<file path="src/ohlc_pkg.sv">
// Shared widths, codes and types of the OHLC candle aggregator.
package ohlc_pkg;

	localparam int TIME_W     = 32;
	localparam int PRICE_W    = 32;
	localparam int CNT_W      = 32;
	localparam int CFG_W      = 32;
	localparam int CFG_IDX_W  = 1;
	localparam int DIV_CNT_W  = $clog2(TIME_W);
	localparam int IN_DATA_W  = TIME_W + PRICE_W;
	localparam int OUT_DATA_W = CNT_W + TIME_W + 4 * PRICE_W;

	localparam logic [TIME_W-1:0] INTERVAL_RESET = TIME_W'(300);

	typedef enum logic [CFG_IDX_W-1:0] {
		CFG_CUTOFF   = 1'b0,
		CFG_INTERVAL = 1'b1
	} cfg_idx_t;

	typedef enum logic [1:0] {
		OP_NONE,
		OP_CLEAR,
		OP_MERGE,
		OP_OPEN
	} cand_op_t;

	typedef struct packed {
		cand_op_t            op;
		logic [TIME_W-1:0]   bucket;
		logic [TIME_W-1:0]   start;
		logic [PRICE_W-1:0]  price;
	} cand_cmd_t;

	typedef struct packed {
		logic                is_open;
		logic [TIME_W-1:0]   bucket;
		logic [TIME_W-1:0]   start;
		logic [PRICE_W-1:0]  first;
		logic [PRICE_W-1:0]  max;
		logic [PRICE_W-1:0]  min;
		logic [PRICE_W-1:0]  last;
		logic [CNT_W-1:0]    count;
	} cand_state_t;

endpackage

</file>
<file path="src/ohlc_candle_aggregator.sv">
// Top level of the OHLC candle aggregator: handshakes, control and the result register.
// A kept tick goes from its transaction through the divider steps, the registered done
// flag and commit to the result register; an end item goes straight to commit.
// Input is taken only in idle, so a new item waits until the last one is through; a dropped
// tick leaves the sequencer in idle. A waiting result delays only commit.
// Reset (arst_n low) clears the candle, the count, the result valid and sets interval to 300.
module ohlc_candle_aggregator (
	input  logic                                 clk,
	input  logic                                 arst_n,
	input  logic                                 s_tvalid,
	output logic                                 s_tready,
	// s_tdata fields from bit 0: timestamp[31:0], price[63:32].
	input  logic [ohlc_pkg::IN_DATA_W-1:0]       s_tdata,
	// s_tuser fields from bit 0: well_formed.
	input  logic                                 s_tuser,
	// s_tlast carries kind: high for the end-of-series item.
	input  logic                                 s_tlast,
	output logic                                 m_tvalid,
	input  logic                                 m_tready,
	// m_tdata fields from bit 0: candle_number, bucket_start, open_price, high_price,
	// low_price, close_price, 32 bits each.
	output logic [ohlc_pkg::OUT_DATA_W-1:0]      m_tdata,
	// m_tuser fields from bit 0: candle_valid.
	output logic                                 m_tuser,
	// m_tlast carries final_res: high when the end item caused the result.
	output logic                                 m_tlast,
	input  logic                                 cfg_we,
	input  logic [ohlc_pkg::CFG_IDX_W-1:0]       cfg_index,
	input  logic [ohlc_pkg::CFG_W-1:0]           cfg_data
);

	typedef enum logic [1:0] {
		ST_IDLE,
		ST_DIV,
		ST_COMMIT
	} state_t;

	state_t                        state_q;
	logic [ohlc_pkg::TIME_W-1:0]   cutoff_q;
	logic [ohlc_pkg::TIME_W-1:0]   interval_q;
	logic [ohlc_pkg::TIME_W-1:0]   ts_q;
	logic [ohlc_pkg::PRICE_W-1:0]  price_q;
	logic                          kind_q;
	logic                          m_tvalid_q;
	logic [ohlc_pkg::OUT_DATA_W-1:0] m_tdata_q;
	logic                          m_tuser_q;
	logic                          m_tlast_q;

	logic [ohlc_pkg::TIME_W-1:0]   in_ts;
	logic [ohlc_pkg::PRICE_W-1:0]  in_price;
	logic                          in_accept;
	logic                          tick_kept;
	logic [ohlc_pkg::TIME_W-1:0]   divisor;
	logic                          div_start;
	logic                          div_done;
	logic [ohlc_pkg::TIME_W-1:0]   div_quot;
	logic [ohlc_pkg::TIME_W-1:0]   div_rem;
	logic                          same_bucket;
	logic                          need_out;
	logic                          slot_free;
	logic                          commit;
	logic                          load_out;
	ohlc_pkg::cand_cmd_t           cmd;
	ohlc_pkg::cand_state_t         cand;

	assign in_ts    = s_tdata[ohlc_pkg::TIME_W-1:0];
	assign in_price = s_tdata[ohlc_pkg::IN_DATA_W-1:ohlc_pkg::TIME_W];

	// Input is taken only between items; the result register decouples the output side.
	assign s_tready  = (state_q == ST_IDLE);
	assign in_accept = s_tvalid && s_tready;

	// A tick goes to the divider only if it is well formed and not older than the cutoff.
	assign tick_kept = !s_tlast && s_tuser && (in_ts >= cutoff_q);
	assign div_start = in_accept && tick_kept;

	// A zero interval behaves as an interval of one second.
	assign divisor = (interval_q == '0) ? ohlc_pkg::TIME_W'(1) : interval_q;

	always_ff @(posedge clk or negedge arst_n) begin
		if (!arst_n) begin
			cutoff_q   <= '0;
			interval_q <= ohlc_pkg::INTERVAL_RESET;
		end else if (cfg_we) begin
			case (cfg_index)
				ohlc_pkg::CFG_CUTOFF:   cutoff_q   <= cfg_data[ohlc_pkg::TIME_W-1:0];
				ohlc_pkg::CFG_INTERVAL: interval_q <= cfg_data[ohlc_pkg::TIME_W-1:0];
				default: begin
				end
			endcase
		end
	end

	ohlc_div u_div (
		.clk      (clk),
		.arst_n   (arst_n),
		.start    (div_start),
		.dividend (in_ts),
		.divisor  (divisor),
		.done     (div_done),
		.quot     (div_quot),
		.rem      (div_rem)
	);

	// The quotient is the bucket; bucket times interval equals timestamp minus remainder,
	// so the candle start time needs no multiplier.
	assign same_bucket = cand.is_open && (div_quot == cand.bucket);
	assign need_out    = kind_q || (cand.is_open && !same_bucket);
	assign slot_free   = !m_tvalid_q || m_tready;
	assign commit      = (state_q == ST_COMMIT) && (!need_out || slot_free);
	assign load_out    = commit && need_out;

	always_comb begin
		cmd.op     = ohlc_pkg::OP_NONE;
		cmd.bucket = div_quot;
		cmd.start  = ts_q - div_rem;
		cmd.price  = price_q;
		if (commit) begin
			if (kind_q) begin
				cmd.op = ohlc_pkg::OP_CLEAR;
			end else if (same_bucket) begin
				cmd.op = ohlc_pkg::OP_MERGE;
			end else begin
				cmd.op = ohlc_pkg::OP_OPEN;
			end
		end
	end

	ohlc_candle u_candle (
		.clk    (clk),
		.arst_n (arst_n),
		.cmd    (cmd),
		.cand   (cand)
	);

	// Sequencer, captured item and result register. The candle fields go out before the
	// candle module sees the command, so the emitted values are the old candle.
	always_ff @(posedge clk or negedge arst_n) begin
		if (!arst_n) begin
			state_q    <= ST_IDLE;
			ts_q       <= '0;
			price_q    <= '0;
			kind_q     <= 1'b0;
			m_tvalid_q <= 1'b0;
			m_tdata_q  <= '0;
			m_tuser_q  <= 1'b0;
			m_tlast_q  <= 1'b0;
		end else begin
			// A new result replaces one that leaves in the same cycle.
			if (load_out) begin
				m_tvalid_q <= 1'b1;
			end else if (m_tready) begin
				m_tvalid_q <= 1'b0;
			end
			case (state_q)
				ST_IDLE: begin
					if (in_accept) begin
						ts_q    <= in_ts;
						price_q <= in_price;
						kind_q  <= s_tlast;
						if (s_tlast) begin
							state_q <= ST_COMMIT;
						end else if (tick_kept) begin
							state_q <= ST_DIV;
						end
					end
				end
				ST_DIV: begin
					if (div_done) begin
						state_q <= ST_COMMIT;
					end
				end
				ST_COMMIT: begin
					if (commit) begin
						state_q <= ST_IDLE;
						if (need_out) begin
							m_tuser_q  <= cand.is_open;
							m_tlast_q  <= kind_q;
							if (cand.is_open) begin
								m_tdata_q <= {cand.last, cand.min, cand.max, cand.first,
								              cand.start, cand.count};
							end else begin
								m_tdata_q <= '0;
							end
						end
					end
				end
				default: begin
					state_q <= ST_IDLE;
				end
			endcase
		end
	end

	assign m_tvalid = m_tvalid_q;
	assign m_tdata  = m_tdata_q;
	assign m_tuser  = m_tuser_q;
	assign m_tlast  = m_tlast_q;

	// The divider only finishes while the sequencer waits for it.
	a_done_in_div: assert property (@(posedge clk) disable iff (!arst_n)
		div_done |-> (state_q == ST_DIV))
		else $error("divider finished outside the divide state");

	// A kept tick always starts a divide on the next cycle.
	a_kept_divides: assert property (@(posedge clk) disable iff (!arst_n)
		div_start |=> (state_q == ST_DIV))
		else $error("kept tick did not enter the divide state");

	// The finished remainder lies below the divisor.
	a_rem_range: assert property (@(posedge clk) disable iff (!arst_n)
		div_done |-> (div_rem < divisor))
		else $error("divider remainder not below divisor");

	// A result is never loaded over one that is still waiting.
	a_no_overwrite: assert property (@(posedge clk) disable iff (!arst_n)
		(commit && need_out) |-> slot_free)
		else $error("result register overwritten while stalled");

endmodule

</file>
<file path="src/ohlc_div.sv">
// Bit-serial restoring divider: one quotient bit per cycle.
module ohlc_div (
	input  logic                         clk,
	input  logic                         arst_n,
	input  logic                         start,
	input  logic [ohlc_pkg::TIME_W-1:0]  dividend,
	input  logic [ohlc_pkg::TIME_W-1:0]  divisor,
	output logic                         done,
	output logic [ohlc_pkg::TIME_W-1:0]  quot,
	output logic [ohlc_pkg::TIME_W-1:0]  rem
);

	logic [ohlc_pkg::TIME_W-1:0]    quot_q;
	logic [ohlc_pkg::TIME_W-1:0]    rem_q;
	logic [ohlc_pkg::DIV_CNT_W-1:0] cnt_q;
	logic                           busy_q;
	logic                           done_q;
	logic [ohlc_pkg::TIME_W:0]      trial;
	logic [ohlc_pkg::TIME_W:0]      diff;

	// The partial remainder stays below the divisor, so the shifted trial fits one extra bit.
	assign trial = {rem_q, quot_q[ohlc_pkg::TIME_W-1]};
	assign diff  = trial - {1'b0, divisor};

	always_ff @(posedge clk or negedge arst_n) begin
		if (!arst_n) begin
			busy_q <= 1'b0;
			done_q <= 1'b0;
			cnt_q  <= '0;
		end else begin
			done_q <= 1'b0;
			if (start) begin
				busy_q <= 1'b1;
				cnt_q  <= ohlc_pkg::DIV_CNT_W'(ohlc_pkg::TIME_W - 1);
			end else if (busy_q) begin
				cnt_q <= cnt_q - 1'b1;
				if (cnt_q == '0) begin
					busy_q <= 1'b0;
					done_q <= 1'b1;
				end
			end
		end
	end

	always_ff @(posedge clk) begin
		if (start) begin
			quot_q <= dividend;
			rem_q  <= '0;
		end else if (busy_q) begin
			if (!diff[ohlc_pkg::TIME_W]) begin
				rem_q  <= diff[ohlc_pkg::TIME_W-1:0];
				quot_q <= {quot_q[ohlc_pkg::TIME_W-2:0], 1'b1};
			end else begin
				rem_q  <= trial[ohlc_pkg::TIME_W-1:0];
				quot_q <= {quot_q[ohlc_pkg::TIME_W-2:0], 1'b0};
			end
		end
	end

	assign done = done_q;
	assign quot = quot_q;
	assign rem  = rem_q;

endmodule

</file>
<file path="src/ohlc_candle.sv">
// Open candle registers and their update on a committed tick or end item.
module ohlc_candle (
	input  logic                   clk,
	input  logic                   arst_n,
	input  ohlc_pkg::cand_cmd_t    cmd,
	output ohlc_pkg::cand_state_t  cand
);

	ohlc_pkg::cand_state_t cand_q;

	always_ff @(posedge clk or negedge arst_n) begin
		if (!arst_n) begin
			cand_q <= '0;
		end else begin
			case (cmd.op)
				ohlc_pkg::OP_CLEAR: begin
					cand_q <= '0;
				end
				ohlc_pkg::OP_MERGE: begin
					if (cmd.price > cand_q.max) begin
						cand_q.max <= cmd.price;
					end
					if (cmd.price < cand_q.min) begin
						cand_q.min <= cmd.price;
					end
					cand_q.last <= cmd.price;
				end
				ohlc_pkg::OP_OPEN: begin
					// Opening over a live candle means that candle was just emitted.
					if (cand_q.is_open) begin
						cand_q.count <= cand_q.count + 1'b1;
					end
					cand_q.is_open <= 1'b1;
					cand_q.bucket  <= cmd.bucket;
					cand_q.start   <= cmd.start;
					cand_q.first   <= cmd.price;
					cand_q.max     <= cmd.price;
					cand_q.min     <= cmd.price;
					cand_q.last    <= cmd.price;
				end
				default: begin
				end
			endcase
		end
	end

	assign cand = cand_q;

endmodule
</file>
<file path="config.mk">
export PLATFORM = sky130hd
export DESIGN_NAME = ohlc_candle_aggregator
export DESIGN_NICKNAME = d
export VERILOG_FILES = /design/src/ohlc_pkg.sv /design/src/ohlc_candle_aggregator.sv /design/src/ohlc_div.sv /design/src/ohlc_candle.sv
export SDC_FILE = /design/constraint.sdc
export NUM_CORES = 1
export LEC_CHECK = 0
export ABC_AREA = 1
export BUFFER_PORTS_ARGS = -buffer_cell sky130_fd_sc_hd__buf_2
export CAP_MARGIN = 10
export CORE_MARGIN = 3
export CORE_UTILIZATION = 41
export CTS_CLUSTER_DIAMETER = 150
export CTS_CLUSTER_SIZE = 30
export DETAILED_ROUTE_END_ITERATION = 16
export PLACE_DENSITY_LB_ADDON = 0.25
export SETUP_SLACK_MARGIN = 0.5
export SYNTH_ARGS = -nofsm -noshare
export SYNTH_HDL_FRONTEND = slang
export SYNTH_SLANG_ARGS = --single-unit
</file>
<file path="constraint.sdc">
create_clock -name clk -period 7.7 [get_ports clk]
set_clock_uncertainty 0.15 [all_clocks]
set_input_delay 1.54 -clock clk [delete_from_list [all_inputs] [get_ports clk]]
set_output_delay 1.54 -clock clk [all_outputs]
set_load 0.005 [all_outputs]
</file>
=== Word level (Yosys, flattened, before mapping) ===
Cells that the tools add are included.

* Bits of input ports: 104
* Register bits: 622
* Logic and storage cells: 105
* Output and inout port bits: 196

* Magnitude comparators: 3
* Eq/ne operators: 13
* Muxes and demuxes: 31
* Bitwise operators: 1
* Reduce and logical (&&, ||, !) cells: 30
* Add/subtract/negate cells: 4

{| class="wikitable"
|+ Operators by type and width
! cell !! count
|-
| 96-bit one-hot mux with 3 select lines || 1
|-
| 32-bit 2-to-1 mux || 7
|-
| 97-bit one-hot mux with 2 select lines || 1
|-
| 192-bit 2-to-1 mux || 1
|-
| 32-bit one-hot mux with 2 select lines || 1
|-
| 33-bit by 32-bit subtractor with 33-bit output || 1
|-
| 32-bit by 1-bit adder with 32-bit output (second input constant) || 1
|-
| 32-bit == test || 1
|-
| 32-bit >= comparator || 1
|-
| 32-bit > comparator || 1
|-
| 32-bit zero test || 1
|-
| 32-bit less-than comparator || 1
|-
| 32-bit subtractor || 1
|-
| 2-bit 2-to-1 mux || 7
|-
| 2-bit AND reduction || 6
|-
| 1-bit 2-to-1 mux || 10
|-
| 5-bit 2-to-1 mux || 2
|-
| 2-bit by 1-bit inequality test with 1-bit output (second input constant) || 5
|-
| 1-bit logical AND || 8
|-
| 2-bit == test (second input constant) || 3
|-
| 2-bit one-hot mux with 3 select lines || 1
|-
| 2-bit nonzero test || 3
|-
| 5-bit zero test || 1
|-
| 5-bit by 1-bit subtractor with 5-bit output (second input constant) || 1
|-
| other kinds (10) || 16
|}

=== Logic depth before layout (Yosys ltp) ===
* Depth in word-level cells: 12
* Mapped depth: 19
* Gate-level depth less buffers: 18

=== Modules after synthesis ===
A second synthesis with hierarchy kept.

* Cells, all modules: 4651
* Area, all modules: 34533.1 µm²

{| class="wikitable"
|+ By module, submodules not included
! module !! times used !! cells each !! sequential area each (µm²) !! area an instance (µm²)
|-
| ohlc_candle_aggregator || 1 || 2439 || 8162.8 || 17839.6
|-
| ohlc_candle || 1 || 1212 || 5630.4 || 10739.0
|-
| ohlc_div || 1 || 1000 || 1776.7 || 5954.5
|}

=== Least setup slack after synthesis ===
No wires, ideal clock.

* Path type: input-to-reg
* Start point: input port s_tdata[5] in the netlist's numbering
* End point: register u_div.quot_q, in the netlist u_div.quot[0] (enable)
* Path slack: 3.483 ns
* Data required time: 7.072 ns
* Setup time: 0.478 ns
* Buffers on the path: 2
* Stages on the path: 13
* Data arrival time: 3.590 ns
* Path through: ha_1 -> a21oi_1 -> nor2_1 -> a21oi_1 -> nand4_1 -> nand2_1 -> nand2_1 -> nand2_1 -> nand2_1 -> nand3_1 -> clkbuf_1 -> clkbuf_1 -> nand2_1

* Word-level cells in the longest chain between the ends: 4

{| class="wikitable"
|+ Ends and longest elaborated chain
! element !! line !! RTL
|-
| start, declared || ohlc_candle_aggregator.sv:13 || <nowiki>input logic [ohlc_pkg::IN_DATA_W-1:0] s_tdata,</nowiki>
|-
| 32-bit >= comparator || ohlc_candle_aggregator.sv:74 || <nowiki>assign tick_kept = !s_tlast && s_tuser && (in_ts >= cutoff_q);</nowiki>
|-
| 1-bit logical AND || ohlc_candle_aggregator.sv:74 ||
|-
| 1-bit logical AND || ohlc_candle_aggregator.sv:75 || <nowiki>assign div_start = in_accept && tick_kept;</nowiki>
|-
| 2-bit nonzero test (no line) || - ||
|-
| end signal, assigned || ohlc_div.sv:47 || <nowiki>quot_q <= dividend;</nowiki>
|-
| end signal, assigned || ohlc_div.sv:52 || <nowiki>quot_q <= {quot_q[ohlc_pkg::TIME_W-2:0], 1'b1};</nowiki>
|-
| end signal, assigned || ohlc_div.sv:55 || <nowiki>quot_q <= {quot_q[ohlc_pkg::TIME_W-2:0], 1'b0};</nowiki>
|-
| end, declared || ohlc_div.sv:13 || <nowiki>logic [ohlc_pkg::TIME_W-1:0] quot_q;</nowiki>
|}

Every way passes these cells.
A chain may end at the register's enable or synchronous reset.

=== Worst setup path after layout ===
* Start point: input port m_tready
* End point: register m_tdata_q, in the netlist m_tdata[108]

* Word-level cells in the longest chain between the ends: 4

{| class="wikitable"
|+ Ends and longest elaborated chain
! element !! line !! RTL
|-
| start, declared || ohlc_candle_aggregator.sv:19 || <nowiki>input logic m_tready,</nowiki>
|-
| 1-bit logical OR || ohlc_candle_aggregator.sv:109 || <nowiki>assign slot_free = !m_tvalid_q || m_tready;</nowiki>
|-
| 1-bit logical OR || ohlc_candle_aggregator.sv:110 || <nowiki>assign commit = (state_q == ST_COMMIT) && (!need_out || slot_free);</nowiki>
|-
| 1-bit logical AND || ohlc_candle_aggregator.sv:110 ||
|-
| 3-bit AND reduction (no line) || - ||
|-
| end signal, assigned || ohlc_candle_aggregator.sv:180 || <nowiki>m_tdata_q <= {cand.last, cand.min, cand.max, cand.first,</nowiki>
|-
| end, declared || ohlc_candle_aggregator.sv:45 || <nowiki>logic [ohlc_pkg::OUT_DATA_W-1:0] m_tdata_q;</nowiki>
|}

Every way passes these cells.

==> results by group <==
Yosys
  – Mapped cell area: 31,100 um2
  – Seq/Total Area, Yosys: ~50%
  – Yosys top cell by area: dfrtp_1
  – Syn_area_per_cell: 8.09 um2
  – Top cells by area, synth: dfrtp_1 45%, nand2_1 15%, o21ai_0 8.9%
  – Yosys warns: 0
  – Cells after Synth: approximately 3,800
  – Yosys reg bits: 622
  – Top-area cell type share of the netlist area: roughly 45%
  – Mapped Nets: 4,110
  – Post-synth cell types: 42

Critical path
  – Crit path buf inv count: 4
  – Worst Setup End Kind: register
  – CP required: 8.04 ns
  – WP data arrival: roughly 5.0 ns
  – Max stage delay cell, worst path: nand3_4
  – Reg2reg start: u_div.quot[23]
  – Setup CP Type: primary input to register
  – CP Cell Sequence: buf_2 -> nor2_1 -> inv_1 -> nand3_4 -> inv_2 -> nand2_4 -> buf_4 -> o21ai_0
  – Reg2reg path depth: 13
  – Worst setup SP type: primary input
  – Worst-path fanout max: 108
  – Reg2Reg Setup Slack: 3.11 ns
  – RR Endpoint: m_tdata[108]
  – CP max stage delay: 0.82 ns
  – CP top delay family: simple AND/OR/NAND/NOR gates

Cells and area
  – Fin util: 45.6%
  – ANT cells: 0
  – Commonest cells after routing, fill and taps aside: 1,233 x nand2_1, 555 x o21ai_0, 553 x dfrtp_1
  – Fraction of layout cells with a size suffix above 1: 9.28%
  – Area Overhead vs Synth: 9.76%
  – Nets: 4,298
  – Register area: 15,600 um2
  – Multi-input gate area: 13,300 um2
  – Commonest non-fill, non-tap cell in the layout: nand2_1
  – Final cell count without fillers: around 5,000
  – Fill count: around 7,600

STA
  – Relative slew slack: between 20% and 30%
  – Period utilization: about three fifths
  – Fmax: ~220 MHz
  – Final worst path period need: 4.62 ns
  – Fin. max-slew vios: 0
  – Setup violators final: 0
  – Setup_tns: 0 ns
  – Final hold vios: 0
  – Worst-Margin Slew: 1.14 ns
  – Unrepaired setup endpoints after global routing: no

Global routing
  – Antenna violations before repair: 0
  – Remaining Overflow, GRT: 0
  – Largest net degree at the start of global routing: 189
  – First-pass GRT wire length: 141,000 um
  – Vias in the first global route: 24,800
  – Total Routing Usage GR: 22.5%

CTS
  – Post-cts resize count: 0
  – CTS Buffer Depth: 3
  – CTS sink count: 622
  – Hold Buf Count CTS: 0
  – H-Tree Level Count: 1
  – CTS tree: yes
  – Clock slew seen by the registers of the worst setup and hold paths: roughly 0.13 ns
  – Clock Root Buffer: clkbuf_16
  – TritonCTS Buffers: 25
  – Setup bufs post-CTS: 0
  – Clock Latency Late Sink: approximately 0.63 ns

Placement
  – RePlAce Congestion: between 0.8 and 0.9
  – Port Buffers: roughly 300
  – Placed insts: around 5,000
  – Post-DP HPWL: 65,200 um

Floorplanning
  – Initial Util: 41.5%
  – Rows: 100
  – Die area: 79,100 um2
  – Num ports: 300
  – Area of the core: about 75,000 um2
  – Die W: 281 um
  – Die height: about 280 um

Drt
  – First drt pass iteration count: 5
  – Vias: around 26,000
  – Vias per cell: 5.10
  – WL final: 89,200 um
  – Post-route DRC: 0
  – ANT nets after route: 0
  – Initial detailed-routing violation count: 1,983
  – Routed length per instance: 17.8 um

Power
  – Leak: 17.1 nW
  – Pwr Density: 361 nW/um2
  – VDD IR-drop max: 0.257 mV

Min path
  – WHS Path Cells: 1
  – Hold crit path type: register to register
  – Worst hold start: u_div.done
  – Hold Path End: state_q[0]

Flow run
  – Number of max-cap violations: 0

Outcome
  – Outcome: finished, final reports clean
per-layer routing:
| metal | vias to the layer above | wire [um] | track usage, % |
|---|---|---|---|
| met5 | - | 0 | 0 |
| met4 | 0 | 2340 | 5.64 |
| met3 | 95 | 4710 | 2.76 |
| met2 | 596 | 41200 | 37.2 |
| met1 | 12100 | 40900 | 31.4 |
| li1 | 12800 | - | - |
how the worst max path moves through the flow:
stage,cells past startpoint,from,endpoint
6_report,8,m_tready,m_tdata[108]
5_1_grt,13,u_div.quot[23],m_tdata[122]
4_1_cts,13,u_div.quot[23],m_tdata[108]
3_5_place_dp,8,m_tready,m_tdata[108]
3_3_place_gp,8,m_tready,m_tdata[170]
2_1_floorplan,13,s_tdata[5],u_div.quot[0]
cells in the mapped netlist:
cell and number:
nand2_1 1235, nor4b_1 1, dfxtp_1 32, o211ai_1 3
o21a_1 10, nand3_2 1, clkbuf_1 110, nand2_2 5
o21ai_1 13, buf_1 7, nor4_1 15, dfstp_2 4
xnor2_1 44, a21o_1 10, fa_1 2, xor2_1 34
a21oi_1 130, nand4_1 70, nand3b_1 2, inv_1 409
nand3_1 136, clkinv_1 2, or2_2 2, buf_6 2
nor2_4 1, ha_1 161, o41ai_1 1, a21boi_4 1
a31oi_1 2, o21bai_1 11, dfrtp_1 554, or3_1 1
inv_2 5, edfxtp_1 32, nor3_1 26, o211a_1 1
nor2_1 167, nor3b_1 1, buf_2 40, a21boi_0 3
o21ai_0 555, a211oi_1 2
power by group:
part	internal (mW)	switching [mW]
Sequential	4.25	0.753
Clock	0.627	1.08
Combinational	1.95	3.66
Total	6.83	5.49
worst register-to-register path, cell delays in order (launching register included):
cell	delay, ns
edfxtp_1	0.48
xnor2_1	0.17
nand2_1	0.09
nor2_1	0.04
nand2_1	0.08
nor2_1	0.06
nand2_1	0.18
nand2_1	0.16
nand2_2	0.31
nand3_4	0.83
inv_2	0.62
nand2_4	0.54
buf_4	0.59
o21ai_0	0.22
metrics by stage:
stage	power [mW]	cell area, um2	setup slack [ns]	hold WS (ns)
detailed placement	10.7	33400	2.34	0.312
floorplan	8.75	31100	3.48	0.285
global route	13.5	34100	2.58	0.359
CTS	12.4	34100	3.00	0.334
finish	12.3	34100	3.08	0.335
global placement	10.6	33400	2.42	0.298
logic make-up after synthesis:
kind of cell    share of synthesized area, %
fa+ha+maj                               6.61
simple gates                            21.6
buf+inv                                 7.15
xor+xnor                                2.20
flops                                   50.1
compound gates                          12.3
sequential cells by signal, indices dropped and copies added, names as in the netlist, 2 cells and up:
name / flops
interval_q: 32
u_div.quot: 32
u_candle.cand: 225
u_div.rem: 32
price_q: 32
ts_q: 32
u_div.cnt_q: 5
m_tdata: 192
state_q: 2
cutoff_q: 32
area by class of cell:
type | count | share of cell area [%]
flip-flops and latches | 622 | 45.7
inverters | 416 | 4.58
well taps | 969 | 3.55
multi-input cells | 2646 | 39.1
clock buffers | 35 | 1.94
clock inverters | 4 | 0.194
repair buffers | 320 | 4.99
Power figures use the tool's default switching activity.
